`config.mk`:
```
export PLATFORM = sky130hd
export DESIGN_NAME = smw_ring
export DESIGN_NICKNAME = d
export VERILOG_FILES = /design/src/hdl/smw_pkg.sv /design/src/hdl/smw_ring.sv
export SDC_FILE = /design/constraint.sdc
export NUM_CORES = 2
export LEC_CHECK = 0
export ABC_CLOCK_PERIOD_IN_PS = 5000
export BUFFER_PORTS_ARGS = -buffer_cell sky130_fd_sc_hd__buf_2
export CORE_ASPECT_RATIO = 0.6
export CORE_MARGIN = 2
export CORE_UTILIZATION = 47
export DETAILED_ROUTE_END_ITERATION = 6
export PLACE_DENSITY = 0.73
export SLEW_MARGIN = 30
export SYNTH_ARGS = -nofsm -noshare
export SYNTH_HDL_FRONTEND = slang
export SYNTH_SLANG_ARGS = --single-unit
```
`constraint.sdc`:
```
create_clock -name clock -period 5 [get_ports clock]
set_input_delay 0.25 -clock clock [delete_from_list [all_inputs] [get_ports clock]]
set_output_delay 0.25 -clock clock [all_outputs]
set_load 0.01 [all_outputs]
```
`src/hdl/smw_pkg.sv`:
```
// sliding window median package: shared constants and the cell link type
// used by smw_cell, smw_ring, sliding_window_median_core and the bench
`default_nettype none

package smw_pkg;

   localparam int MAX_WINDOW_DEF    = 64;
   localparam int SAMPLE_WIDTH_DEF  = 32;
   localparam int CSR_WIDTH         = 7;
   localparam int WINDOW_SIZE_RESET = 3;

   // flags one cell shows to its neighbors
   typedef struct packed {
      logic a_le;   // value after removal is valid and <= key
      logic s_le;   // stored value <= key
   } smw_link_type;

endpackage

`default_nettype wire

```
`src/hdl/smw_ring.sv`:
```
// arrival order ring of the window with a registered read of the next slot
// depends on smw_pkg
`default_nettype none

module smw_ring
   import smw_pkg::*;
#(
   parameter int DEPTH = MAX_WINDOW_DEF,
   parameter int SW    = SAMPLE_WIDTH_DEF,
   parameter int AW    = 6
) (
   input  wire logic           clock,
   input  wire logic           wr_en,
   input  wire logic [AW-1:0]  wr_addr,
   input  wire logic [SW-1:0]  wr_data,
   input  wire logic [AW-1:0]  rd_addr,
   output logic      [SW-1:0]  rd_data
);

   logic [SW-1:0] mem [DEPTH];
   logic [SW-1:0] rd_ff;

   always_ff @(posedge clock) begin
      if (wr_en) begin
         mem[wr_addr] <= wr_data;
      end
   end

   // write data forwarded when the same slot is written and read
   always_ff @(posedge clock) begin
      if (wr_en && (wr_addr == rd_addr)) begin
         rd_ff <= wr_data;
      end else begin
         rd_ff <= mem[rd_addr];
      end
   end

   assign rd_data = rd_ff;

endmodule

`default_nettype wire

```
Word level (Yosys, flattened, before mapping). Memory sizes are Yosys's and may differ from the RTL's. A register that Yosys moved wholly into a read port is not among the register bits. Index checks and enable logic that the tools add are counted.

Muxes and demuxes: 2.

Operators by type and width (count): $mux W1 (2).

Register bits: 0. Bits in writable memories: 2048. Word-level logic and storage cells: 3. Memories: 1.

Memories: mem (depth 64, width 32, rd ports 1, clocked after memory_dff 1, write ports 1, RTL line smw_ring.sv:20) `logic [SW-1:0] mem [DEPTH];`.

Longest topological paths before layout.
Depth after elaboration: 2. Depth in mapped cells: 10. Mapped depth without buffers: 5.

Worst setup path after synthesis. OpenSTA, ideal clock, no wires.

Path kind: input to register. Start: input port wr_addr[3]. End: memory mem[48][0] (netlist name), enable pin. Library setup time: 0.461 ns. Arrival: 2.949 ns. Data required time: 4.539 ns. Setup slack: 1.590 ns. Stages: 4. Buffers on the path: 1. Cells stage by stage: clkbuf_1 nor2b_1 nand4b_1 nor3_1.

RTL lines: start: declaration (RTL line smw_ring.sv:14) `input wire logic [AW-1:0] wr_addr,`; end: declaration (RTL line smw_ring.sv:20).

No word-level cell before the write port.

==> results.md <==
Timing:
- The total count of hold-check failures in the final report is 0.
- The final total negative setup slack is 0 ns.
- Dividing the final minimum period by the clock period gives 94.0%.
- Measured against its own limit, the worst slew margin works out to 31.2%.
- Setup repair after global routing left no endpoint under its margin.
- The total count of max-transition violations in the final report is 0.
- The number of endpoints failing setup at the final stage is 0.
- The slack of the critical path is 0.299 ns.
- At the pin with the least slew margin, the transition time is 1.03 ns.
- The time the worst path needs with I/O delays and setup is 4.70 ns.
- The fmax is 0.213 GHz.

Yosys:
- The count of yosys warnings during synthesis is 0.
- The XOR/XNOR share of the synthesized area is 0%.
- The post-synthesis instance area is 0.0780 mm2.
- The unique cell type count in the Yosys netlist is 34.
- The sequential element share of the synthesized area is 79.0%.
- The synthesized netlist devotes 1.27% of its cell area to simple gates.
- The average size of a mapped cell is 23.6 um2.
- The fraction of the mapped netlist area in compound gates is 1.68%.
- By area, the combinational part of the netlist is dominated by multiplexers.
- The post-synthesis register bit count is 2,054.
- The net count after synthesis is 3,344.
- The mux contribution to synthesized area is 16.9%.
- The number of instances in the synthesized netlist is 3,298.
- The post-synthesis adder-cell area fraction is 0%.

Floorplanning:
- The site row count is 115.
- The floorplan step set the die width to 530 um.
- The floorplan step defined a core boundary enclosing 0.164 mm2.
- The starting density of the core is 47.5%.
- The area enclosed by the die boundary is 0.169 mm2.
- The number of placed I/O pins is 78.
- The vertical die dimension is 320 um.

Placed design:
- In this run the tool buffered the top-level ports with 77 buffer cells.
- The post-DP HPWL is 114,000 um.
- Summing all placed instances gives a cell area of 0.0824 mm2.
- The congestion estimate from routability-driven global placement came to 0.813.
- OpenSTA, run right after detailed placement, puts the worst setup slack at 1.16 ns.

CTS:
- The CTS root buffer is clkbuf_16.
- The H-tree was split into 4 levels.
- The CTS buffer count is 175.
- Counting along the longest clock path gives a buffer depth of 4.
- The buffers inserted during post-CTS setup optimization is 0.
- The number of sinks on the clock net is 2,054.
- TritonCTS built the clock tree.
- Once the clock tree was built, the resizer swapped 0 gates to a different size.
- After clock tree synthesis, the clock-pin slew on the worst setup and hold paths is 0.07 ns.

Layout:
- The fraction of final layout cells sized beyond drive strength 1 is 28.9%.
- The final standard cell area without fillers is 0.0879 mm2.
- The net total in the final layout is 3,600.
- In the final layout, the multi-input gates occupy 0.0160 mm2.
- The register with the most flip-flops in the final layout is mem.
- The register area is 0.0616 mm2.
- The area growth from synthesis to layout is 12.7%.
- The fill cell total of the finished layout is 12,070.
- The register with the most flip-flops in the layout has 2,048 of them.
- The largest registers in the layout are mem x2048.

Critical path:
- The standard cell with the maximum stage delay on the critical path is dfxtp_4.
- The data arrival time of the worst path is 4.45 ns.
- In this design, the stage delay of the slowest critical-path cell is 0.89 ns.
- The signal on the critical path passes through buf_4 -> mux4_2 -> o22ai_1 -> nor2_1 -> a21oi_1 -> nor2_1 -> buf_2.
- The biggest fanout along the worst timing path is 43.
- The critical path start-end classification is reg2out.
- The critical path capture point type is an output port.
- The endpoint required time on the critical path is 4.75 ns.
- The cell repeated most along the worst path is nor2_1.
- The startpoint kind of the worst setup timing path is a register.

Pwr:
- IR analysis of the VDD net gives a maximum drop of 0.338 mV.
- The leakage power is 27.0 nW.
- The power per cell area is 384 mW/mm2.

Global routing:
- The number of antenna violations at the first check in global routing is 11.
- Entering global routing, the biggest net connects 98 pins.
- The first global-routing pass estimated 282,000 um of wire.
- The number of global-route vias before repair is 36,924.
- For this run the aggregate overflow at the end of global routing stands at 0.
- Across every metal layer, demand over resource in global routing totals 23.6%.

Routing:
- In this run, the number of DRC markers left after iteration 0 of detailed routing was 6,662.
- The final route contains 37,807 vias.
- The first-pass iteration count of the detailed router is 6.
- For this run, design rule violations remaining after detail routing come to 0.
- Once detail routing completed, the nets flagged for antenna violations numbered 0.
- Dividing the detail-routed via count by the number of cells gives 6.41.
- The routed design has 200,000 um of wire.
- After detailed routing, the average wire length per cell comes to 33.8 um.

Run status:
- The flow ran to the end, and the final reports show no timing, DRC or antenna violations.

Run:
- The number of maximum-capacitance constraint violations is 0.

Worst hold path:
- The type of the worst min-delay path is in2reg.
==> cell families after synthesis <==
kind of cell	count (synthesis)
compound gates	202
buf+inv	182
flops	2054
mux	637
simple gates	223
==> synthesized netlist by cell type <==
cell type	n	share of area (%)
dfxtp_1	6	0.15
nand2_1	26	0.13
buf_2	57	0.37
and2_1	2	0.016
or3b_1	2	0.022
mux4_2	544	16
nand2b_1	8	0.064
or2_2	1	0.0080
clkbuf_1	74	0.36
or3_1	3	0.024
a311oi_1	8	0.090
nor3_1	7	0.045
nand4_1	2	0.016
nand4b_1	1	0.011
o32ai_1	4	0.045
a31oi_1	1	0.0080
buf_1	21	0.10
or2_1	1	0.0080
nor2b_1	15	0.12
o22ai_1	84	0.67
a41o_1	4	0.051
o221ai_1	27	0.30
a21oi_1	62	0.40
buf_4	25	0.24
or2_0	1	0.0080
or3b_2	3	0.034
nor2_1	137	0.66
mux2i_1	93	1.2
and3_1	4	0.032
buf_6	5	0.072
edfxtp_1	2048	79
a22oi_1	12	0.12
nand3_1	5	0.032
nand3b_1	5	0.048
==> placed cells by master, fill, tap and decap left out, types with 8 or more instances in the layout <==
| cell type | n |
|---|---|
| buf_12 | 22 |
| mux4_2 | 544 |
| clkinv_2 | 17 |
| buf_16 | 9 |
| clkbuf_16 | 176 |
| clkinv_1 | 42 |
| nor2_1 | 74 |
| nand2_1 | 26 |
| edfxtp_1 | 2048 |
| clkbuf_1 | 40 |
| a21oi_1 | 61 |
| bufinv_16 | 9 |
| mux2i_1 | 93 |
| a311oi_1 | 8 |
| buf_2 | 56 |
| nor2_4 | 62 |
| a22oi_1 | 12 |
| o221ai_1 | 27 |
| buf_4 | 143 |
| o22ai_1 | 84 |
| nor2b_1 | 15 |
| dlygate4sd3_1 | 30 |
==> power by group <==
part           total, mW  internal, mW  leakage (nW)  switching [mW]
Combinational       1.78         0.676          6.06            1.11
Sequential          19.1          19.0          18.5          0.0692
Clock               12.9          6.91          2.50            5.98
==> per-stage QoR <==
stage	hold WS, ns	cells	util (%)	power [mW]
after global routing	0.0229	5894	53.5	34.6
after floorplan	0.278	3298	-	20.4
after CTS	0.0438	5886	53.4	33.9
after detailed placement	0.356	5567	50.1	21.2
after global placement	0.356	5556	49.9	21.2
final	0.0178	5898	53.5	33.8
==> layout make-up <==
type	instances	area share (%)
Clock buffer	216	5.18
Multi-Input combinational cell	1062	18.2
Antenna cell	5	0.0142
Timing Repair Buffer	261	2.68
Clock inverter	77	0.676
Tap cell	2223	3.16
Sequential cell	2054	70.1
==> worst paths after layout <==
check / from / to / slack [ns] / cells past startpoint
hold / removal: wr_data[12] / mem[32][12] / 0.02 / 1
setup / recovery: register / rd_data[30] / 0.30 / 7
==> routing by layer <==
layer  GRT usage [%]  vias to the layer above  wire length, um
met5               0                        -               12
met4            4.39                        2             3410
met3            6.94                      262            27500
met2            34.4                     2664            89300
met1            35.8                    20230            79300
li1                -                    14649                -
==> critical path, delay by kind of cell, from the launching register on <==
kind | cells | cell delay, ns
compound gates | 2 | 0.93
buf+inv | 2 | 0.90
flops | 1 | 0.89
mux | 1 | 0.42
simple gates | 2 | 0.37
==> repair_timing <==
action | in CTS | in global routing
hold endpoints to repair | 442 | 128
hold buffers | 26 | 4
setup endpoints to repair | 0 | 0
Power figures use the tool's default switching activity.
