<file path="config.mk">
export PLATFORM = sky130hd
export DESIGN_NAME = smw_cell
export DESIGN_NICKNAME = d
export VERILOG_FILES = /design/src/hdl/smw_pkg.sv /design/src/hdl/smw_cell.sv
export SDC_FILE = /design/constraint.sdc
export NUM_CORES = 1
export LEC_CHECK = 0
export BUFFER_PORTS_ARGS = -buffer_cell sky130_fd_sc_hd__buf_2
export CAP_MARGIN = 10
export CORE_MARGIN = 10
export CORE_UTILIZATION = 46
export CTS_CLUSTER_SIZE = 14
export DETAILED_ROUTE_END_ITERATION = 7
export GPL_ROUTABILITY_DRIVEN = 0
export PLACE_DENSITY = 0.8
export SLEW_MARGIN = 20
export SYNTH_ARGS = -nofsm -noshare
export SYNTH_HDL_FRONTEND = slang
export SYNTH_SLANG_ARGS = --single-unit
</file>
<file path="constraint.sdc">
create_clock -name clock -period 3.8 [get_ports clock]
set_clock_uncertainty 0.1 [all_clocks]
set_input_delay 0.38 -clock clock [delete_from_list [all_inputs] [get_ports clock]]
set_output_delay 0.38 -clock clock [all_outputs]
set_load 0.03 [all_outputs]
</file>
<file path="src/hdl/smw_pkg.sv">
// sliding window median package: shared constants and the cell link type
// used by smw_cell, smw_ring, sliding_window_median_core and the bench
`default_nettype none

package smw_pkg;

   localparam int MAX_WINDOW_DEF    = 64;
   localparam int SAMPLE_WIDTH_DEF  = 32;
   localparam int CSR_WIDTH         = 7;
   localparam int WINDOW_SIZE_RESET = 3;

   // flags one cell shows to its neighbors
   typedef struct packed {
      logic a_le;   // value after removal is valid and <= key
      logic s_le;   // stored value <= key
   } smw_link_type;

endpackage

`default_nettype wire

</file>
<file path="src/hdl/smw_cell.sv">
// one slot of the sorted window: removes the leaving sample and inserts the new one
// depends on smw_pkg (link type and default sample width)
`default_nettype none

module smw_cell
   import smw_pkg::*;
#(
   parameter int IDX   = 0,
   parameter int SW    = SAMPLE_WIDTH_DEF,
   parameter int CNT_W = 7
) (
   input  wire logic              clock,
   input  wire logic              en,
   input  wire logic [SW-1:0]     key,
   input  wire logic [SW-1:0]     old,
   input  wire logic              remove,
   input  wire logic [CNT_W-1:0]  fill_now,
   input  wire logic [CNT_W-1:0]  fill_after_rm,
   input  wire logic [SW-1:0]     left_a_val,
   input  wire smw_link_type      left_link,
   input  wire logic [SW-1:0]     right_val,
   input  wire smw_link_type      right_link,
   output logic      [SW-1:0]     val,
   output logic      [SW-1:0]     a_val,
   output smw_link_type           link
);

   logic [SW-1:0] val_ff;
   logic [SW-1:0] val_in;
   logic          cur_valid;
   logic          rm;
   logic          s_ge_old;

   always_comb begin
      cur_valid   = fill_now > CNT_W'(IDX);
      s_ge_old    = $signed(val_ff) >= $signed(old);
      link.s_le   = $signed(val_ff) <= $signed(key);
      // every valid slot at or above the leaving value takes its right neighbor
      rm          = remove && cur_valid && s_ge_old;
      a_val       = rm ? right_val : val_ff;
      link.a_le   = (fill_after_rm > CNT_W'(IDX)) && (rm ? right_link.s_le : link.s_le);
      priority if (link.a_le) begin
         val_in = a_val;
      end else if (left_link.a_le) begin
         val_in = key;
      end else begin
         val_in = left_a_val;
      end
   end

   always_ff @(posedge clock) begin
      if (en) begin
         val_ff <= val_in;
      end
   end

   assign val = val_ff;

endmodule

`default_nettype wire

</file>
# Word level (Yosys, flattened, before mapping)
# Index checks and enable logic that the tools add are counted.
[word_totals]
reg_bits = 32
elab_cells = 12
out_inout_bits = 66
[op_classes]
mux = 4
reduce_logical = 3
magnitude_cmp = 4
[ops]
columns = ["cell", "count"]
rows = [
  ["$mux 32", 3],
  ["$ge 32x32->1", 1],
  ["$le 32x32->1", 1],
  ["$gt 7x1->1 const B", 2],
  ["$logic_and 1x1->1", 3],
  ["$mux 1", 1],
]

# Depth between registers and ports, before layout
# Gate-level depths: netlist of run 1.
[depth]
depth_word = 6
depth_mapped = 12
depth_no_buf = 10

# Least setup slack after synthesis of run 1
# No wires, ideal clock.
[synth_timing]
path_type = "flip-flop to output port"
start = "reg val_ff[17], in the netlist val[17]"
end = "out link[1] in the netlist's numbering"
slack_ps = 566
path_stages_with_launch = 12
arrival_ps = 2754
path_cell_list = "edfxtp_1 -> ha_1 -> a21o_1 -> a221o_1 -> a211oi_2 -> o31a_2 -> a41oi_2 -> o211a_1 -> a221o_1 -> buf_6 -> buf_12 -> inv_1"
[synth_rtl]
columns = ["item", "line_no", "rtl"]
rows = [
  ["from (decl)", "smw_cell.sv:28", "logic [SW-1:0] val_ff;"],
  ["from (signal assigned)", "smw_cell.sv:53", "val_ff <= val_in;"],
  ["to (decl)", "smw_cell.sv:25", "output smw_link_type link"],
]

# Worst setup path after layout of run 1
[layout_timing]
start = "reg val_ff[23], in the netlist val[23]"
end = "out a_val[23]"
[layout_between]
elab_chain_cells = 3
[layout_rtl]
columns = ["item", "line_no", "rtl"]
rows = [
  ["$ge 32x32->1", "smw_cell.sv:36", "s_ge_old = $signed(val_ff) >= $signed(old);"],
  ["$logic_and 1x1->1", "smw_cell.sv:39", "rm = remove && cur_valid && s_ge_old;"],
  ["$mux 32 *", "smw_cell.sv:40", "a_val = rm ? right_val : val_ff;"],
  ["to (decl)", "smw_cell.sv:24", "output logic [SW-1:0] a_val,"],
]
# Mark *: on every way between the ends. The rest lies on a longest branch, timed or not.

==> run summary, run 1 <==
cells on worst reg2reg path -> 10
YS warnings -> 0
CP max-delay cell -> edfxtp_1
Synth async-reset ratio -> 0
maxcap violations -> 0
status -> finished, final reports clean
initial antenna violation count -> 0
synthesized area per cell -> 10.5 um^2
Hold Path Depth -> 3
die footprint -> 12,800 um^2
clk buf depth -> 2
Post-DP HPWL -> 11.3 mm
CTS tree -> yes
IO Pins -> 215
Starting Density -> 0.479
layout cell share with drive strength beyond 1 -> 0.550
Reg2Reg Launch Point -> val[14]
period utilization -> 0.949
Max Slew Vio Count -> 0
storage element area -> 961 um^2
Synth Instances -> 379
Cell variety after synth -> 41
VDD IR max -> 0.000438 V
Post-synth top flop -> edfxtp_1
crit-path max FO -> 20
Lkg Pwr -> 2.78 nW
worst-path cell chain -> ha_1, a21oi_1, o21ai_0, a221oi_1, o211ai_1, mux2_2, o21a_2, buf_4, mux2_2, buf_2
Logic pwr share -> 0.708
pin count of the biggest net entering global routing -> 33
Seq pwr share -> 0.210
WL/cell -> 19.0 um
Sw Ratio -> 0.483
Post-synth top cells -> 68 x mux2_2, 67 x inv_1, 64 x ha_1
Top cell by count, worst path -> mux2_2
WS Path Type -> flop to primary output
Worst EP arrival -> 3.13 ns
PD cells -> 630 nW/um^2
post-synthesis simple-gate area fraction -> 0.0759
first-pass GRT wire length -> 20.6 mm
Cell Area, Synth -> 3970 um^2
initial DRC count -> 153
Hold EP -> val[5]
count leader, synth -> mux2_2
final core occ -> 0.626
H-tree levels -> 2
Setup crit start kind -> flop
Vias -> 3,749
slew of the pin with the lowest slew margin -> 0.850 ns
P_sw -> 1.58 mW
fmax -> 277 MHz
clk_lat worst skew -> 0.29 ns
wirelength, routed -> 13.3 mm
CP Data Required Time -> 3.32 ns
Yosys top cell by area -> edfxtp_1
post-synthesis adder-cell area fraction -> 0.202
CTS buffer count -> 5
worst reg-to-reg setup slack -> 0.38 ns
NumNets Final -> 807
Die W -> 113 um
RSZ-0062 raised after global routing -> no
hold buffer count at CTS -> 0
register area share after synthesis -> 0.242
Fillers -> 714
final setup violating endpoints -> 0
clk slew on worst S/H paths -> 0.08 ns
core area -> 8300 um^2
Hold Crit Start -> left_a_val[5]
crit end category -> primary output
EDFF count, synth -> 32
DR DRC count -> 0
ANT cells -> 0
Yosys top cell area share -> 0.242
Post-Synth XOR/XNOR Area -> 0
multiplexer share of the synthesized area -> 0.302
via/cell ratio -> 5.36
site row count -> 33
largest family of logic cells by synthesized area -> multiplexers
Min-Delay Path Class -> input pin to flop
internal power -> 1.69 mW
synth-to-layout area growth -> 30.7%
grt ovf -> 0
clock power share -> 0.082
vias in the first global route -> 4,226
buffers added on ports -> 212
met1 Use GR -> 0.201
Crit path largest cell delay -> 0.44 ns
met3 global-route usage -> 0.0534
area of the multi-input gates -> 2640 um^2
DRT Pass-1 Iters -> 4
gr usage total -> 0.195
CTS Sinks -> 32
setup_tns -> 0 ns
root buffer cell -> clkbuf_8
met2 Usage GRT -> 0.376
GRT busiest layer -> met2
reg2reg end -> val[0]
Yosys reg bits -> 32
Worst slew margin -> 0.433
Die Ht -> 113 um
Compound-Gate Fraction of Synth Area -> 0.0847
DRT antenna net count -> 0
syn_nets -> 592
post-layout minimum cycle time -> 3.61 ns
max FFs per register -> 32
final hold violation count -> 0
Area contributors post-synth -> edfxtp_1 24%, ha_1 20%, mux2_2 19%
==> worst max-delay path by stage <==
stage	startpoint	to	depth (start not counted)
2_1_floorplan	val[17]	link[1]	11
3_3_place_gp	key[26]	val[1]	12
3_5_place_dp	key[31]	val[0]	12
4_1_cts	val[17]	link[1]	11
5_1_grt	val[31]	link[1]	11
6_report	val[23]	a_val[23]	10
==> cell families (layout without fill, tap and decap cells) <==
| family | after synthesis | count (layout) |
|---|---|---|
| AO/OA/AOI/OAI | 51 | 51 |
| adder cells (fa/ha/maj) | 64 | 64 |
| buffers and inverters | 78 | 294 |
| flip-flops | 32 | 32 |
| multiplexers | 97 | 97 |
| AND/OR/NAND/NOR | 57 | 57 |
==> routing by layer <==
metal | share of wire | vias to the layer above
li1 | - | 1819
met1 | 0.38 | 1771
met2 | 0.53 | 145
met3 | 0.074 | 14
met4 | 0.015 | 0
met5 | 0 | -
==> layout by cell type (no fill, tap or decap), types with 2 or more instances in the layout <==
master and n:
nor2b_1 2, a21oi_1 24, mux2_4 29, nor3_1 2, mux2_2 68, edfxtp_1 32
o21ai_1 2, o211ai_1 2, nand4_1 13, nand3_1 11, nor4_1 4, inv_1 67
clkbuf_8 5, nand2b_1 2, buf_4 6, clkbuf_1 2, ha_1 64, nand2_1 12
buf_2 212, a211oi_1 2, a21o_1 5, nor2_1 6, o21ai_0 4
==> cell type report <==
type / instances / share of cell area
multi-input cells: 269 / 0.509
repair buffers: 219 / 0.217
flip-flops and latches: 32 / 0.185
inverters: 67 / 0.0484
well taps: 105 / 0.0253
clock buffers: 7 / 0.0147
clock inverters: 1 / 0.000723
==> per-stage QoR <==
| stage | cell area, um^2 | hold WS, ns | power (mW) | setup WS (ns) | instances |
|---|---|---|---|---|---|
| floorplan | 3970 | 0.392 | 2.43 | 0.566 | 379 |
| global placement | 5100 | 0.668 | 2.92 | 0.421 | 690 |
| detailed placement | 5100 | 0.694 | 3.00 | 0.384 | 690 |
| CTS | 5180 | 0.414 | 3.28 | 0.160 | 698 |
| global route | 5190 | 0.416 | 3.48 | 0.00180 | 700 |
| finish | 5190 | 0.417 | 3.27 | 0.194 | 700 |
==> critical path, delay by kind of cell, from the launching register on <==
| kind | cells | cell delay (ns) |
|---|---|---|
| compound gates | 5 | 0.88 |
| fa+ha+maj | 1 | 0.34 |
| buf+inv | 2 | 0.48 |
| flops | 1 | 0.44 |
| mux | 2 | 0.68 |
==> power groups by stage <==
stage               Sequential [mW]  Combinational (mW)  Clock (mW)
floorplan                     0.874                1.55           0
global placement              0.691                2.23           0
detailed placement            0.699                2.30           0
CTS                           0.691                2.31       0.274
global route                  0.708                2.48       0.289
finish                        0.688                2.32       0.269
==> repair_timing <==
action                                  in CTS  in global routing
endpoints found under the setup margin       0                  1
resized for setup                            0                  1
setup buffers                                0                  2
(Power assumes the default switching activity.)
==> run 2, diff against run 1 <==
CORE_UTILIZATION = 47   (was 46)
CTS_BUF_LIST = sky130_fd_sc_hd__clkbuf_8   (was unset)
PLACE_DENSITY = 0.82   (was 0.8)
==> run 2 against run 1 <==
Against the previous run:
- register-to-register slack improved by 0.11 ns
- die area decreased by 1.8%
- via count increased by 0.83%
- clock power decreased by 3%
- combinational power hardly changed
- critical endpoint is now link[1]
- cell count is the same
- power grew 0.80%
==> run summary, run 2 (synthesis gave the netlist of run 1 again) <==
site row count -> 33 (unchanged)
final hold violation count -> 0 (unchanged)
via/cell ratio -> 5.40 (+0.83%)
Critical Path Source -> val[17]
wirelength, routed -> 13.8 mm (+3.4%)
CTS Sinks -> 32 (unchanged)
die footprint -> 12,500 um^2 (-1.8%)
NumNets Final -> 807 (unchanged)
Worst EP arrival -> 3.17 ns (+0.04 ns)
Pwr Total -> 3.30 mW (+0.80%)
final setup violating endpoints -> 0 (unchanged)
Die Ht -> 112 um (-0.88%)
Vias -> 3,780 (+0.83%)
crit end category -> primary output
buffers added on ports -> 212 (unchanged)
crit-path max FO -> 16 (-20%)
period utilization -> 0.961 (+0.0119)
CTS buffer count -> 5 (unchanged)
Max Slew Vio Count -> 0 (unchanged)
Die W -> 112 um (-0.88%)
Reg2Reg Launch Point -> val[17]
DRT antenna net count -> 0 (unchanged)
commonest cells after routing, fill and taps aside -> 212 x buf_2, 69 x inv_1, 68 x mux2_2
Worst slew margin -> 0.441 (+0.00744)
gr usage total -> 0.209 (+0.0141)
initial antenna violation count -> 0 (unchanged)
clk buf depth -> 2 (unchanged)
WS Path Type -> flop to primary output
first-pass GRT wire length -> 21.6 mm (+4.7%)
WL/cell -> 19.7 um (+3.4%)
Starting Density -> 0.483 (+0.00481)
CP Data Required Time -> 3.32 ns (about the same)
initial DRC count -> 163 (+6.5%)
commonest non-fill, non-tap cell in the layout -> buf_2
core area -> 8220 um^2 (-1.0%)
PD cells -> 632 nW/um^2 (+0.22%)
DP Area -> 5110 um^2 (+0.17%)
Hold Crit Start -> left_a_val[24]
final core occ -> 0.636 (+0.00994)
IO Pins -> 215 (unchanged)
max FFs per register -> 32 (unchanged)
status -> finished, final reports clean
Lkg Pwr -> 2.80 nW (+0.67%)
CTS tree -> yes
Setup crit start kind -> flop
Min-Delay Path Class -> input pin to flop
root buffer cell -> clkbuf_8
VDD IR max -> 0.000486 V (+11%)
DR DRC count -> 0 (unchanged)
setup_tns -> 0 ns (unchanged)
H-tree levels -> 2 (unchanged)
pin count of the biggest net entering global routing -> 33 (unchanged)
DRT Pass-1 Iters -> 4 (unchanged)
layout cell share with drive strength beyond 1 -> 0.550 (unchanged)
grt ovf -> 0 (unchanged)
synth-to-layout area growth -> 31.5%
clk slew on worst S/H paths -> 0.08 ns (about the same)
vias in the first global route -> 4,289 (+1.5%)
Post-DP HPWL -> 11.4 mm (+1.2%)
pre-CTS WS -> 0.378 ns (-0.00612 ns)
hold buffer count at CTS -> 0 (unchanged)
post-layout minimum cycle time -> 3.65 ns (+0.0454 ns)
final worst setup slack -> 0.149 ns (-0.0454 ns)
fmax -> 274 MHz (-1.2%)
clk_lat worst skew -> 0.29 ns (about the same)
slew of the pin with the lowest slew margin -> 0.839 ns (-0.0112 ns)
maxcap violations -> 0 (unchanged)
ANT cells -> 0 (unchanged)
post-route cell area -> 5220 um^2 (+0.58%)
-- run 2: cell types whose count changed in the layout (fill, tap and decap cells not counted), sizes merged --
cell / delta
clkbuf: -2
inv: +2
-- run 2: power by group --
group / internal (mW) / total, mW / switching (mW)
Combinational: 1.02 / 2.34 / 1.32
Clock: 0.122 / 0.260 / 0.138
Sequential: 0.564 / 0.695 / 0.131
-- run 2: area by class of cell --
| cell class | instances | area [um^2] |
|---|---|---|
| fill | 691 | 2990 |
| multi-input combinational | 269 | 2650 |
| timing repair buffer | 219 | 1150 |
| sequential | 32 | 961 |
| inverter | 67 | 251 |
| tap | 105 | 131 |
| clock buffer | 5 | 68.8 |
| clock inverter | 3 | 11.3 |
-- run 2: routing by layer --
metal | up-vias | GRT usage | wire [um]
li1 | 1819 | - | -
met1 | 1763 | 0.218 | 5240
met2 | 166 | 0.380 | 7090
met3 | 32 | 0.0649 | 1030
met4 | 0 | 0.0838 | 398
met5 | - | 0 | 0
-- run 2: critical path, cell delays in order (launching register included) --
cell and delay [ns]:
edfxtp_1 0.46, ha_1 0.32, a21o_1 0.17, a221o_1 0.37
a211oi_2 0.28, o31a_2 0.19, a41oi_2 0.13, o211a_1 0.18
a221o_2 0.36, buf_12 0.18, inv_1 0.06, buf_2 0.18
-- run 2: repair_timing --
item                       CTS  global route
resized for setup            0             1
buffers inserted             0             4
setup endpoints to repair    0             1
-- run 2: worst paths after layout --
kind	cells after the start	end	slack, ns
hold / removal	3	val[24]	0.42
setup reg to reg	10	val[30]	0.49
hold reg to reg	2	val[0]	0.69
setup / recovery	11	link[1]	0.15
-- run 2: stage by stage --
step	std cells	hold slack, ns
after floorplan	379	0.392
after global placement	688	0.673
after detailed placement	688	0.665
after CTS	696	0.410
after global routing	700	0.413
final	700	0.417
